===== src/rtl/avcc_pkg.sv =====
// Shared types and constants for the length-prefixed to start-code converter.
// No dependencies; used by avcc_parse, avcc_burst and the top level.
package avcc_pkg;

  localparam int unsigned START_CODE_BYTES = 4;
  localparam int unsigned LEN_W            = 32;
  localparam int unsigned CNT_W            = 3;

  localparam logic [4:0] NAL_TYPE_SPS = 5'd7;
  localparam logic [4:0] NAL_TYPE_PPS = 5'd8;
  localparam logic [4:0] NAL_TYPE_EOS = 5'd11;

  localparam logic [2:0] LSIZE_MIN   = 3'd1;
  localparam logic [2:0] LSIZE_MAX   = 3'd4;
  localparam logic [2:0] LSIZE_RESET = 3'd4;

  localparam logic [7:0] SC_ZERO_BYTE = 8'h00;
  localparam logic [7:0] SC_LAST_BYTE = 8'h01;

  localparam logic KIND_STREAM = 1'b0;
  localparam logic KIND_REPORT = 1'b1;

  typedef enum logic [1:0] {
    STATUS_OK        = 2'd0,
    STATUS_TRUNCATED = 2'd1,
    STATUS_EOS_NAL   = 2'd2,
    STATUS_MISMATCH  = 2'd3
  } status_e;

  // Everything one input byte causes, expanded into results by avcc_burst.
  typedef struct packed {
    logic       start_code;  // four start code bytes
    logic       payload;     // one copied payload byte
    logic       report;      // end-of-buffer report appended
    logic [7:0] data;
    logic       nal_header;
    logic [4:0] unit_type;
    logic       has_param_sets;
    status_e    status;
  } burst_desc_t;

  // One result item as it leaves the block.
  typedef struct packed {
    logic       kind;
    logic [7:0] out_byte;
    logic       nal_header;
    logic [4:0] unit_type;
    logic       has_param_sets;
    status_e    status;
    logic       last;
  } result_t;

endpackage


===== src/rtl/avcc_parse.sv =====
// Stream parser: length prefix accumulation, payload countdown, SPS/PPS tracking.
// Depends on avcc_pkg. Produces at most one burst descriptor per accepted byte.
module avcc_parse (
  input  logic                  clk_i,
  input  logic                  rst_ni,
  input  logic                  length_size_we_i,
  input  logic [2:0]            length_size_i,
  input  logic                  fire_i,
  input  logic [7:0]            in_byte_i,
  input  logic                  buffer_end_i,
  output avcc_pkg::burst_desc_t desc_o,
  output logic                  desc_valid_o
);

  logic [2:0]                     lsize_q;
  logic                           in_payload_q, in_payload_d;
  logic [avcc_pkg::CNT_W-1:0]     prefix_count_q, prefix_count_d;
  logic [avcc_pkg::LEN_W-1:0]     length_accum_q, length_accum_d;
  logic [avcc_pkg::LEN_W-1:0]     bytes_left_q, bytes_left_d;
  logic                           header_pending_q, header_pending_d;
  logic                           seen_sps_q, seen_sps_d;
  logic                           seen_pps_q, seen_pps_d;
  avcc_pkg::status_e              sticky_q, sticky_d;

  logic [2:0]                     lsize;
  logic [avcc_pkg::CNT_W-1:0]     pc_inc;
  logic [avcc_pkg::LEN_W-1:0]     accum_next;
  logic [avcc_pkg::LEN_W-1:0]     left_dec;
  logic [4:0]                     type_now;

  always_comb begin
    if (lsize_q < avcc_pkg::LSIZE_MIN) begin
      lsize = avcc_pkg::LSIZE_MIN;
    end else if (lsize_q > avcc_pkg::LSIZE_MAX) begin
      lsize = avcc_pkg::LSIZE_MAX;
    end else begin
      lsize = lsize_q;
    end
  end

  assign pc_inc     = prefix_count_q + avcc_pkg::CNT_W'(1);
  assign accum_next = {length_accum_q[avcc_pkg::LEN_W-9:0], in_byte_i};
  assign left_dec   = bytes_left_q - avcc_pkg::LEN_W'(1);
  assign type_now   = in_byte_i[4:0];

  always_comb begin
    in_payload_d     = in_payload_q;
    prefix_count_d   = prefix_count_q;
    length_accum_d   = length_accum_q;
    bytes_left_d     = bytes_left_q;
    header_pending_d = header_pending_q;
    seen_sps_d       = seen_sps_q;
    seen_pps_d       = seen_pps_q;
    sticky_d         = sticky_q;

    desc_o                = '0;
    desc_o.status         = avcc_pkg::STATUS_OK;

    if (in_payload_q) begin
      desc_o.payload    = 1'b1;
      desc_o.data       = in_byte_i;
      desc_o.nal_header = header_pending_q;
      if (header_pending_q) begin
        desc_o.unit_type = type_now;
        if (type_now == avcc_pkg::NAL_TYPE_SPS) seen_sps_d = 1'b1;
        if (type_now == avcc_pkg::NAL_TYPE_PPS) seen_pps_d = 1'b1;
        if (type_now == avcc_pkg::NAL_TYPE_EOS && sticky_q == avcc_pkg::STATUS_OK) begin
          sticky_d = avcc_pkg::STATUS_EOS_NAL;
        end
        header_pending_d = 1'b0;
      end
      bytes_left_d = left_dec;
      if (left_dec == '0) in_payload_d = 1'b0;
    end else begin
      length_accum_d = accum_next;
      prefix_count_d = pc_inc;
      if (pc_inc >= lsize) begin
        desc_o.start_code = 1'b1;
        if (accum_next != '0) begin
          in_payload_d     = 1'b1;
          bytes_left_d     = accum_next;
          header_pending_d = 1'b1;
        end
        length_accum_d = '0;
        prefix_count_d = '0;
      end
    end

    if (buffer_end_i) begin
      desc_o.report         = 1'b1;
      desc_o.has_param_sets = seen_sps_d & seen_pps_d;
      if (sticky_d != avcc_pkg::STATUS_OK) begin
        desc_o.status = sticky_d;
      end else if (in_payload_d || prefix_count_d != '0) begin
        desc_o.status = avcc_pkg::STATUS_TRUNCATED;
      end else if (seen_sps_d != seen_pps_d) begin
        desc_o.status = avcc_pkg::STATUS_MISMATCH;
      end
      // clear stream state for the next buffer
      in_payload_d     = 1'b0;
      prefix_count_d   = '0;
      length_accum_d   = '0;
      bytes_left_d     = '0;
      header_pending_d = 1'b0;
      seen_sps_d       = 1'b0;
      seen_pps_d       = 1'b0;
      sticky_d         = avcc_pkg::STATUS_OK;
    end
  end

  assign desc_valid_o = desc_o.start_code | desc_o.payload | desc_o.report;

  always_ff @(posedge clk_i or negedge rst_ni) begin
    if (!rst_ni) begin
      lsize_q          <= avcc_pkg::LSIZE_RESET;
      in_payload_q     <= 1'b0;
      prefix_count_q   <= '0;
      length_accum_q   <= '0;
      bytes_left_q     <= '0;
      header_pending_q <= 1'b0;
      seen_sps_q       <= 1'b0;
      seen_pps_q       <= 1'b0;
      sticky_q         <= avcc_pkg::STATUS_OK;
    end else begin
      if (length_size_we_i) lsize_q <= length_size_i;
      if (fire_i) begin
        in_payload_q     <= in_payload_d;
        prefix_count_q   <= prefix_count_d;
        length_accum_q   <= length_accum_d;
        bytes_left_q     <= bytes_left_d;
        header_pending_q <= header_pending_d;
        seen_sps_q       <= seen_sps_d;
        seen_pps_q       <= seen_pps_d;
        sticky_q         <= sticky_d;
      end
    end
  end

endmodule


===== src/rtl/avcc_burst.sv =====
// Burst sequencer and output register: expands one descriptor into 1..5 results.
// Depends on avcc_pkg.
module avcc_burst (
  input  logic                  clk_i,
  input  logic                  rst_ni,
  input  logic                  load_i,
  input  avcc_pkg::burst_desc_t desc_i,
  output logic                  free_o,
  output logic                  out_valid_o,
  input  logic                  out_ready_i,
  output avcc_pkg::result_t     out_o
);

  logic                        bvalid_q, bvalid_d;
  avcc_pkg::burst_desc_t       desc_q;
  logic [avcc_pkg::CNT_W-1:0]  idx_q, idx_d;
  logic                        ovalid_q, ovalid_d;
  avcc_pkg::result_t           res_q;
  avcc_pkg::result_t           item;

  logic [avcc_pkg::CNT_W-1:0]  n_stream;
  logic [avcc_pkg::CNT_W-1:0]  n_total;
  logic                        advance;
  logic                        item_last;

  always_comb begin
    if (desc_q.start_code) begin
      n_stream = avcc_pkg::CNT_W'(avcc_pkg::START_CODE_BYTES);
    end else if (desc_q.payload) begin
      n_stream = avcc_pkg::CNT_W'(1);
    end else begin
      n_stream = '0;
    end
  end

  assign n_total   = n_stream + avcc_pkg::CNT_W'(desc_q.report);
  assign item_last = (idx_q == n_total - avcc_pkg::CNT_W'(1));
  assign advance   = bvalid_q && (!ovalid_q || out_ready_i);
  assign free_o    = !bvalid_q || (advance && item_last);

  always_comb begin
    item        = '0;
    item.status = avcc_pkg::STATUS_OK;
    item.last   = item_last;
    if (idx_q < n_stream) begin
      item.kind = avcc_pkg::KIND_STREAM;
      if (desc_q.start_code) begin
        item.out_byte = (idx_q == n_stream - avcc_pkg::CNT_W'(1)) ?
                        avcc_pkg::SC_LAST_BYTE : avcc_pkg::SC_ZERO_BYTE;
      end else begin
        item.out_byte   = desc_q.data;
        item.nal_header = desc_q.nal_header;
        item.unit_type  = desc_q.unit_type;
      end
    end else begin
      item.kind           = avcc_pkg::KIND_REPORT;
      item.has_param_sets = desc_q.has_param_sets;
      item.status         = desc_q.status;
    end
  end

  always_comb begin
    bvalid_d = bvalid_q;
    idx_d    = idx_q;
    ovalid_d = ovalid_q;
    if (out_ready_i) ovalid_d = 1'b0;
    if (advance) begin
      ovalid_d = 1'b1;
      idx_d    = idx_q + avcc_pkg::CNT_W'(1);
      if (item_last) bvalid_d = 1'b0;
    end
    if (load_i) begin
      bvalid_d = 1'b1;
      idx_d    = '0;
    end
  end

  always_ff @(posedge clk_i or negedge rst_ni) begin
    if (!rst_ni) begin
      bvalid_q <= 1'b0;
      idx_q    <= '0;
      ovalid_q <= 1'b0;
    end else begin
      bvalid_q <= bvalid_d;
      idx_q    <= idx_d;
      ovalid_q <= ovalid_d;
    end
  end

  always_ff @(posedge clk_i) begin
    if (load_i) desc_q <= desc_i;
    if (advance) res_q <= item;
  end

  assign out_valid_o = ovalid_q;
  assign out_o       = res_q;

endmodule


===== src/rtl/avcc_to_annexb_converter_top.sv =====
// Length-prefixed (AVCC) to start-code (Annex B) H.264 converter, top level.
// The first result of a byte passes the descriptor register, then the output register.
// Throughput: one result per cycle while m_tready_i allows; a byte holds the input until
//   the last of its results (1 payload, 4 start code, +1 report) is registered; one without results does not.
// Reset (rst_ni low, async): stream state cleared, length_size set to 4.
// Depends on avcc_pkg, avcc_parse and avcc_burst.
module avcc_to_annexb_converter_top (
  input  logic        clk_i,
  input  logic        rst_ni,
  // configuration: length prefix size in bytes
  input  logic        length_size_we_i,
  input  logic [2:0]  length_size_i,
  // input stream
  input  logic        s_tvalid_i,
  output logic        s_tready_o,
  input  logic [7:0]  s_tdata_i,   // [7:0] in_byte
  input  logic        s_tlast_i,   // buffer_end
  // result stream
  output logic        m_tvalid_o,
  input  logic        m_tready_i,
  // [7:0] out_byte, [8] nal_header, [13:9] unit_type, [14] has_param_sets,
  // [16:15] status, [23:17] zero
  output logic [23:0] m_tdata_o,
  output logic        m_tuser_o,   // [0] kind
  output logic        m_tlast_o    // last
);

  logic                  s_fire;
  logic                  burst_free;
  logic                  desc_valid;
  avcc_pkg::burst_desc_t desc;
  avcc_pkg::result_t     res;

  // Accept a request whenever the burst stage is free or empties this cycle.
  assign s_tready_o = burst_free;
  assign s_fire     = s_tvalid_i && burst_free;

  // Parse the byte and advance stream state at acceptance.
  avcc_parse u_parse (
    .clk_i            (clk_i),
    .rst_ni           (rst_ni),
    .length_size_we_i (length_size_we_i),
    .length_size_i    (length_size_i),
    .fire_i           (s_fire),
    .in_byte_i        (s_tdata_i),
    .buffer_end_i     (s_tlast_i),
    .desc_o           (desc),
    .desc_valid_o     (desc_valid)
  );

  // Hold the descriptor and drain its results through the output register;
  // drop bytes that cause no result.
  avcc_burst u_burst (
    .clk_i       (clk_i),
    .rst_ni      (rst_ni),
    .load_i      (s_fire && desc_valid),
    .desc_i      (desc),
    .free_o      (burst_free),
    .out_valid_o (m_tvalid_o),
    .out_ready_i (m_tready_i),
    .out_o       (res)
  );

  assign m_tdata_o = {7'd0, res.status, res.has_param_sets, res.unit_type,
                      res.nal_header, res.out_byte};
  assign m_tuser_o = res.kind;
  assign m_tlast_o = res.last;

endmodule

===== config.mk =====
export PLATFORM = sky130hd
export DESIGN_NAME = avcc_to_annexb_converter_top
export DESIGN_NICKNAME = d
export VERILOG_FILES = /design/src/rtl/avcc_pkg.sv /design/src/rtl/avcc_parse.sv /design/src/rtl/avcc_burst.sv /design/src/rtl/avcc_to_annexb_converter_top.sv
export SDC_FILE = /design/constraint.sdc
export NUM_CORES = 1
export LEC_CHECK = 0
export BUFFER_PORTS_ARGS = -buffer_cell sky130_fd_sc_hd__clkbuf_2
export CAP_MARGIN = 10
export CORE_MARGIN = 5
export CORE_UTILIZATION = 49
export CTS_BUF_LIST = sky130_fd_sc_hd__clkbuf_4
export DETAILED_ROUTE_END_ITERATION = 6
export PLACE_DENSITY = 0.67
export SYNTH_ARGS = -nofsm -noshare
export SYNTH_HDL_FRONTEND = slang
export SYNTH_SLANG_ARGS = --single-unit

===== constraint.sdc =====
create_clock -name clk_i -period 7.8 [get_ports clk_i]
set_input_delay 0.39 -clock clk_i [delete_from_list [all_inputs] [get_ports clk_i]]
set_output_delay 0.39 -clock clk_i [all_outputs]
set_load 0.02 [all_outputs]

* After elaboration in Yosys (flattened, before gate mapping)
Index checks and enable logic that the tools add are counted.
** Word-level totals
- Output and inout bits :: 28
- Flip-flop bits (word level) :: 112
- Logic and storage cells :: 125
** Operators by class
- $add $sub $neg :: 6
- Bitwise gates (word level) :: 4
- Muxes and demuxes :: 52
- $lt $le $gt $ge :: 4
- Reduce and logical (&&, ||, !) cells :: 25
- Equal/unequal tests :: 7
** Operator list (number)
- two-way mux 32 bit :: 4
- two-way mux 24 bit :: 3
- zero test 32 bit :: 1
- nonzero test 32 bit :: 1
- subtractor 32 x 1 -> 32 bit, second input constant :: 1
- two-way mux 1 bit :: 29
- two-way mux 3 bit :: 8
- two-way mux 2 bit :: 7
- equality test 5 x 4 -> 1 bit, second input constant :: 2
- nonzero test 3 bit :: 3
- two-way mux 8 bit :: 1
- nonzero test 2 bit :: 4
- adder 3 x 1 -> 3 bit, second input constant :: 2
- equality test 3 bit :: 2
- AND reduction 2 bit :: 3
- subtractor 3 x 1 -> 3 bit, second input constant :: 2
- equality test 5 x 3 -> 1 bit, second input constant :: 1
- logical AND 1 bit :: 5
- adder 3 x 1 -> 3 bit :: 1
- >= comparator 3 bit :: 1
- > comparator 3 bit, second input constant :: 1
- logical OR 1 bit :: 3
- < comparator 3 x 1 -> 1 bit, second input constant :: 1
- < comparator 3 bit :: 1
- 9 further kinds :: 11

* Logic depth before layout (Yosys ltp)
- Depth in word-level cells :: 11
- Gate-level depth with buffers :: 12
- Gate-level depth less buffers :: 10

* By module
From an unflattened synthesis, not the netlist that was laid out.
** Unflattened totals
- Cells, all modules :: 577
- Area, all modules :: 5944.5 um^2
** By module, submodules not included
- avcc_parse :: cells each 467, area an instance 4211.5 um^2, seq. area each 1702.9 um^2, instances 1
- avcc_burst :: cells each 100, area an instance 1664.1 um^2, seq. area each 1296.2 um^2, instances 1
- avcc_to_annexb_converter_top :: cells each 10, area an instance 68.8 um^2, seq. area each 0.0 um^2, instances 1

* Least setup slack after synthesis
OpenSTA, ideal clock, no wires.
- Path kind :: register -> register
- Start :: reg u_burst.desc_q[19] (netlist bit)
- End :: reg u_burst.desc_q[0] (netlist bit) (enable)
- Arrival time :: 3.427 ns
- Setup time :: 0.401 ns
- Path slack :: 3.972 ns
- Path buffers :: 2
- Required time :: 7.399 ns
- Stages on the path, launching flop included :: 10
- Cells stage by stage :: edfxtp_1 inv_1 clkbuf_1 nand2_1 ha_1 xnor2_1 o31ai_2 nand2_1 clkbuf_1 nor2_1
** On the way
- Longest elaborated chain between the ends :: 8
** Ends and longest elaborated chain
- start: declaration :: line avcc_burst.sv:15 : avcc_pkg::burst_desc_t desc_q;
- start signal: assignment :: line avcc_burst.sv:91 : if (load_i) desc_q <= desc_i;
- two-way mux 3 bit :: line avcc_burst.sv:27 : if (desc_q.start_code) begin
- adder 3 x 1 -> 3 bit :: line avcc_burst.sv:36 : assign n_total = n_stream + avcc_pkg::CNT_W'(desc_q.report);
- subtractor 3 x 1 -> 3 bit :: line avcc_burst.sv:37 : assign item_last = (idx_q == n_total - avcc_pkg::CNT_W'(1));
- equality test 3 bit :: line avcc_burst.sv:37
- logical AND 1 bit :: line avcc_burst.sv:39 : assign free_o = !bvalid_q || (advance && item_last);
- logical OR 1 bit :: line avcc_burst.sv:39
- net s_tready_o :: line avcc_to_annexb_converter_top.sv:15 : output logic s_tready_o,
- logical AND 1 bit :: line avcc_to_annexb_converter_top.sv:36 : assign s_fire = s_tvalid_i && burst_free;
- logical AND 1 bit :: line avcc_to_annexb_converter_top.sv:56 : .load_i (s_fire && desc_valid),
The timed path passes the listed nets, and every way through them passes these cells.
A chain may end at the register's enable or synchronous reset.

* Worst setup path after layout
- Start :: reg u_burst.desc_q[19] (netlist bit)
- End :: reg u_parse.length_accum_q[17] (netlist bit)
** On the way
- Longest elaborated chain between the ends :: 8
** Ends and longest elaborated chain
- two-way mux 3 bit :: line avcc_burst.sv:27
- adder 3 x 1 -> 3 bit :: line avcc_burst.sv:36
- subtractor 3 x 1 -> 3 bit :: line avcc_burst.sv:37
- equality test 3 bit :: line avcc_burst.sv:37
- logical AND 1 bit :: line avcc_burst.sv:39
- logical OR 1 bit :: line avcc_burst.sv:39
- logical AND 1 bit :: line avcc_to_annexb_converter_top.sv:36
- AND reduction 2 bit (no line)
- end signal: assignment :: line avcc_parse.sv:129 : length_accum_q <= length_accum_d;
- end: declaration :: line avcc_parse.sv:18 : logic [avcc_pkg::LEN_W-1:0] length_accum_q, length_accum_d;
No other way between the ends.

==> out/qor.txt <==
Status - completed
Largest family of logic cells by synthesized area - simple AND/OR/NAND/NOR gates
Power per cell area - 368 nW/um^2
Post-cts hold buffer count - 0
Setup Viol. Count Final - 0
Routed Antenna Nets - 0
Drt first pass iters - 5
CP required - 8190 ps
Mux cell area share after synthesis - 0.0138
Grt ovf - 0
Inst Count DP - 761
Post-synth EDFFs - 39
Final Non-Filler Cells - 777
Setup TNS - 0 ps
Worst Path Class, Setup - reg -> reg
First-pass GRT wire length - 23500 um
Die ar. - 14700 sq um
Seq. cell area - 3000 sq um
Gr usage total - 0.203
CTS root buf - clkbuf_4
Clock Skew - 14.2 ps
Worst R2R End - u_parse.length_accum_q[17]$_DFFE_PN0P_
Max-slew violations - 0
Cts repair resizes - 0
WL final - 14600 um
PnR worst setup slack - 3940 ps
Layout cells sized above 1 - 0.163
Critical Path Start Type - flop
Num Clock Sinks - 112
Distinct cells, synth - 64
Clock buffer depth - 2
IO Port Bufs - 37
Mapped Area - 6070 sq um
Initial antenna violation count - 0
Synth-to-layout area growth - 6.04%
Hold crit path type - in -> async
R2R setup slack - 3940 ps
FILL cells - 1098
Synth Warn # - 0
Worst Path Max Fanout - 24
Synth Area in XOR/XNOR - 0.00866
CTS HTree Levels - 3
I/O Pins - 45
Rows - 40
Final core utilization - 0.534
Total CTS buffers - 9
Final HPWL from detailed placement - 9910 um
GPL Wtd Cong - 0.881
Max Cap Viol - 0
# nets final - 632
Worst Max-Slew Pin Slew - 1170 ps
1st-iter DRT viols - 473
Post-Synth Adder-Cell Area - 0.0227
Via count - 4706
Share of the synthesized area in the top cell type - 0.297
Vias in the first global route - 4369
Largest net degree at the start of global routing - 74
Initial core utilization - 0.503
P_leak - 2.59 nW
Height of the die - 121 um
Routed vias/inst - 6.06
Yosys reg bits - 112
Pre-CTS setup slack - 4040 ps
Sequential share of the synthesized area - 0.494
RSZ-0062 raised after global routing - no
Share of flip-flops with an asynchronous set or reset - 0.652
Avg WL per Cell - 18.7 um
Synth area leader - dfrtp_1
Final Hold Fails - 0
Synth Area in Compound Gates - 0.168
Remaining DRCs - 0
Worst-Skew Late Latency - 490 ps
Worst-path clk slew - 180 ps
Avg Inst Size Synth - 10.2 sq um
Fmax - 0.259 GHz
Post-layout min period - 3860 ps
Simple-gate share of the synthesized area - 0.244
Chip Width - 121 um
Most used DFF post-synth - dfrtp_1
VDD IR max - 0.127 mV
Arrival time at the worst endpoint - 4250 ps
Reg2Reg Depth - 8
Setup Fix Bufs, Post-CTS - 0
ANT cells - 0
Synth Instances - 594
Area of the multi-input gates - 2810 sq um
Worst slew margin - 0.222
Core area - 12100 sq um
CTS tree - built
Crit end category - flop
Synth area leaders - dfrtp_1, edfxtp_1, a22o_1
Worst Hold Slack - 23.1 ps
Reg-to-reg startpoint - u_burst.desc_q[19]$_DFFE_PP_
Crit share post-route - 0.495
==> where the power goes <==
part           total, mW  switching (mW)  leakage (nW)  internal (mW)
Sequential          1.08           0.237          1.32          0.844
Combinational       1.00           0.611          1.19          0.391
Clock              0.286           0.207        0.0744         0.0795
==> area by class of cell <==
type	instances	area share
clock buffers	11	0.0128
repair buffers	42	0.0350
flip-flops and latches	112	0.466
clock inverters	5	0.00719
multi-input cells	421	0.436
well taps	168	0.0327
inverters	18	0.0105
==> sequential cells by signal, summed over array words and instances (netlist names) <==
signal	cells
u_parse.bytes_left_q	32
u_parse.length_accum_q	24
u_burst.desc_q	20
u_burst.out_o	19
u_burst.idx_q	3
u_parse.lsize_q	3
u_parse.prefix_count_q	3
u_parse.sticky_q	2
u_burst.bvalid_q	1
u_burst.out_valid_o	1
u_parse.header_pending_q	1
u_parse.in_payload_q	1
u_parse.seen_pps_q	1
u_parse.seen_sps_q	1
==> placed cells by master (no fill, tap or decap), types with 16 or more instances in the layout <==
cell / Yosys / layout
nor2_1: 34 / 33
a22o_1: 25 / 25
nor4b_1: 16 / 16
edfxtp_1: 39 / 39
and3_1: 19 / 19
dfrtp_1: 72 / 72
o21ai_0: 24 / 24
nor4_1: 24 / 24
a21oi_1: 29 / 29
clkbuf_2: 0 / 36
nand2_1: 44 / 44
inv_1: 18 / 18
nor3_1: 20 / 20
==> worst max-delay path by stage <==
stage | startpoint | end | slack [ps] | cells past startpoint
finish | u_burst.desc_q[19]$_DFFE_PP_ | u_parse.length_accum_q[17]$_DFFE_PN0P_ | 3940 | 8
global route | u_burst.desc_q[19]$_DFFE_PP_ | u_parse.length_accum_q[1]$_DFFE_PN0P_ | 3640 | 8
floorplan | u_burst.desc_q[19]$_DFFE_PP_ | u_burst.desc_q[0]$_SDFFCE_PN0P_ | 3970 | 9
global placement | u_burst.desc_q[19]$_DFFE_PP_ | u_parse.length_accum_q[5]$_DFFE_PN0P_ | 4230 | 8
CTS | u_burst.desc_q[19]$_DFFE_PP_ | u_parse.length_accum_q[15]$_DFFE_PN0P_ | 4010 | 8
detailed placement | u_burst.desc_q[19]$_DFFE_PP_ | u_parse.length_accum_q[1]$_DFFE_PN0P_ | 4040 | 8
==> logic make-up (layout without fill, tap and decap cells) <==
kind of cell    Yosys count  after routing
compound gates          141            141
xor+xnor                  6              6
fa+ha+maj                11             11
buf+inv                  67             76
flops                   112            112
mux                       8              8
other cells               1              7
simple gates            248            248
==> per-layer routing <==
layer	vias up	share of wire	track usage
li1	2268	-	-
met1	2275	0.48	0.298
met2	141	0.45	0.301
met3	22	0.054	0.0382
met4	0	0.019	0.0658
met5	-	0	0
==> cell usage after synthesis, types with 3 or more instances <==
| library cell | instances |
|---|---|
| mux2i_1 | 5 |
| a22o_1 | 25 |
| and2_1 | 13 |
| or3_1 | 10 |
| or4_1 | 7 |
| o21a_1 | 3 |
| o41ai_1 | 4 |
| nor4_1 | 24 |
| nand3_1 | 6 |
| mux2_2 | 3 |
| nor2_1 | 34 |
| clkbuf_1 | 38 |
| a221o_1 | 10 |
| or3_4 | 3 |
| nor3_1 | 20 |
| a21oi_1 | 29 |
| edfxtp_1 | 39 |
| nand2_1 | 44 |
| o211ai_1 | 15 |
| and3_1 | 19 |
| nand2b_1 | 9 |
| or4b_2 | 15 |
| o21ai_0 | 24 |
| nand4_1 | 7 |
| buf_4 | 8 |
| nor4b_1 | 16 |
| or2_2 | 10 |
| o31ai_1 | 5 |
| o31a_1 | 4 |
| dfrtp_1 | 72 |
| inv_1 | 18 |
| xnor2_1 | 4 |
| ha_1 | 11 |
| a31oi_1 | 3 |
==> per-stage QoR <==
step,area (sq um),power (mW)
4_1_cts,6440,2.37
3_5_place_dp,6310,2.08
6_report,6440,2.37
2_1_floorplan,6090,1.81
5_1_grt,6440,2.54
3_3_place_gp,6310,2.06
==> worst max-delay path: stages, from the launching register on <==
cell and delay, ps:
edfxtp_1 440, inv_1 300, nand2_1 140, ha_1 300, xnor2_1 150, o31ai_2 570, and2_0 740, nand2_1 690
a22o_1 430
(Power assumes the default switching activity.)
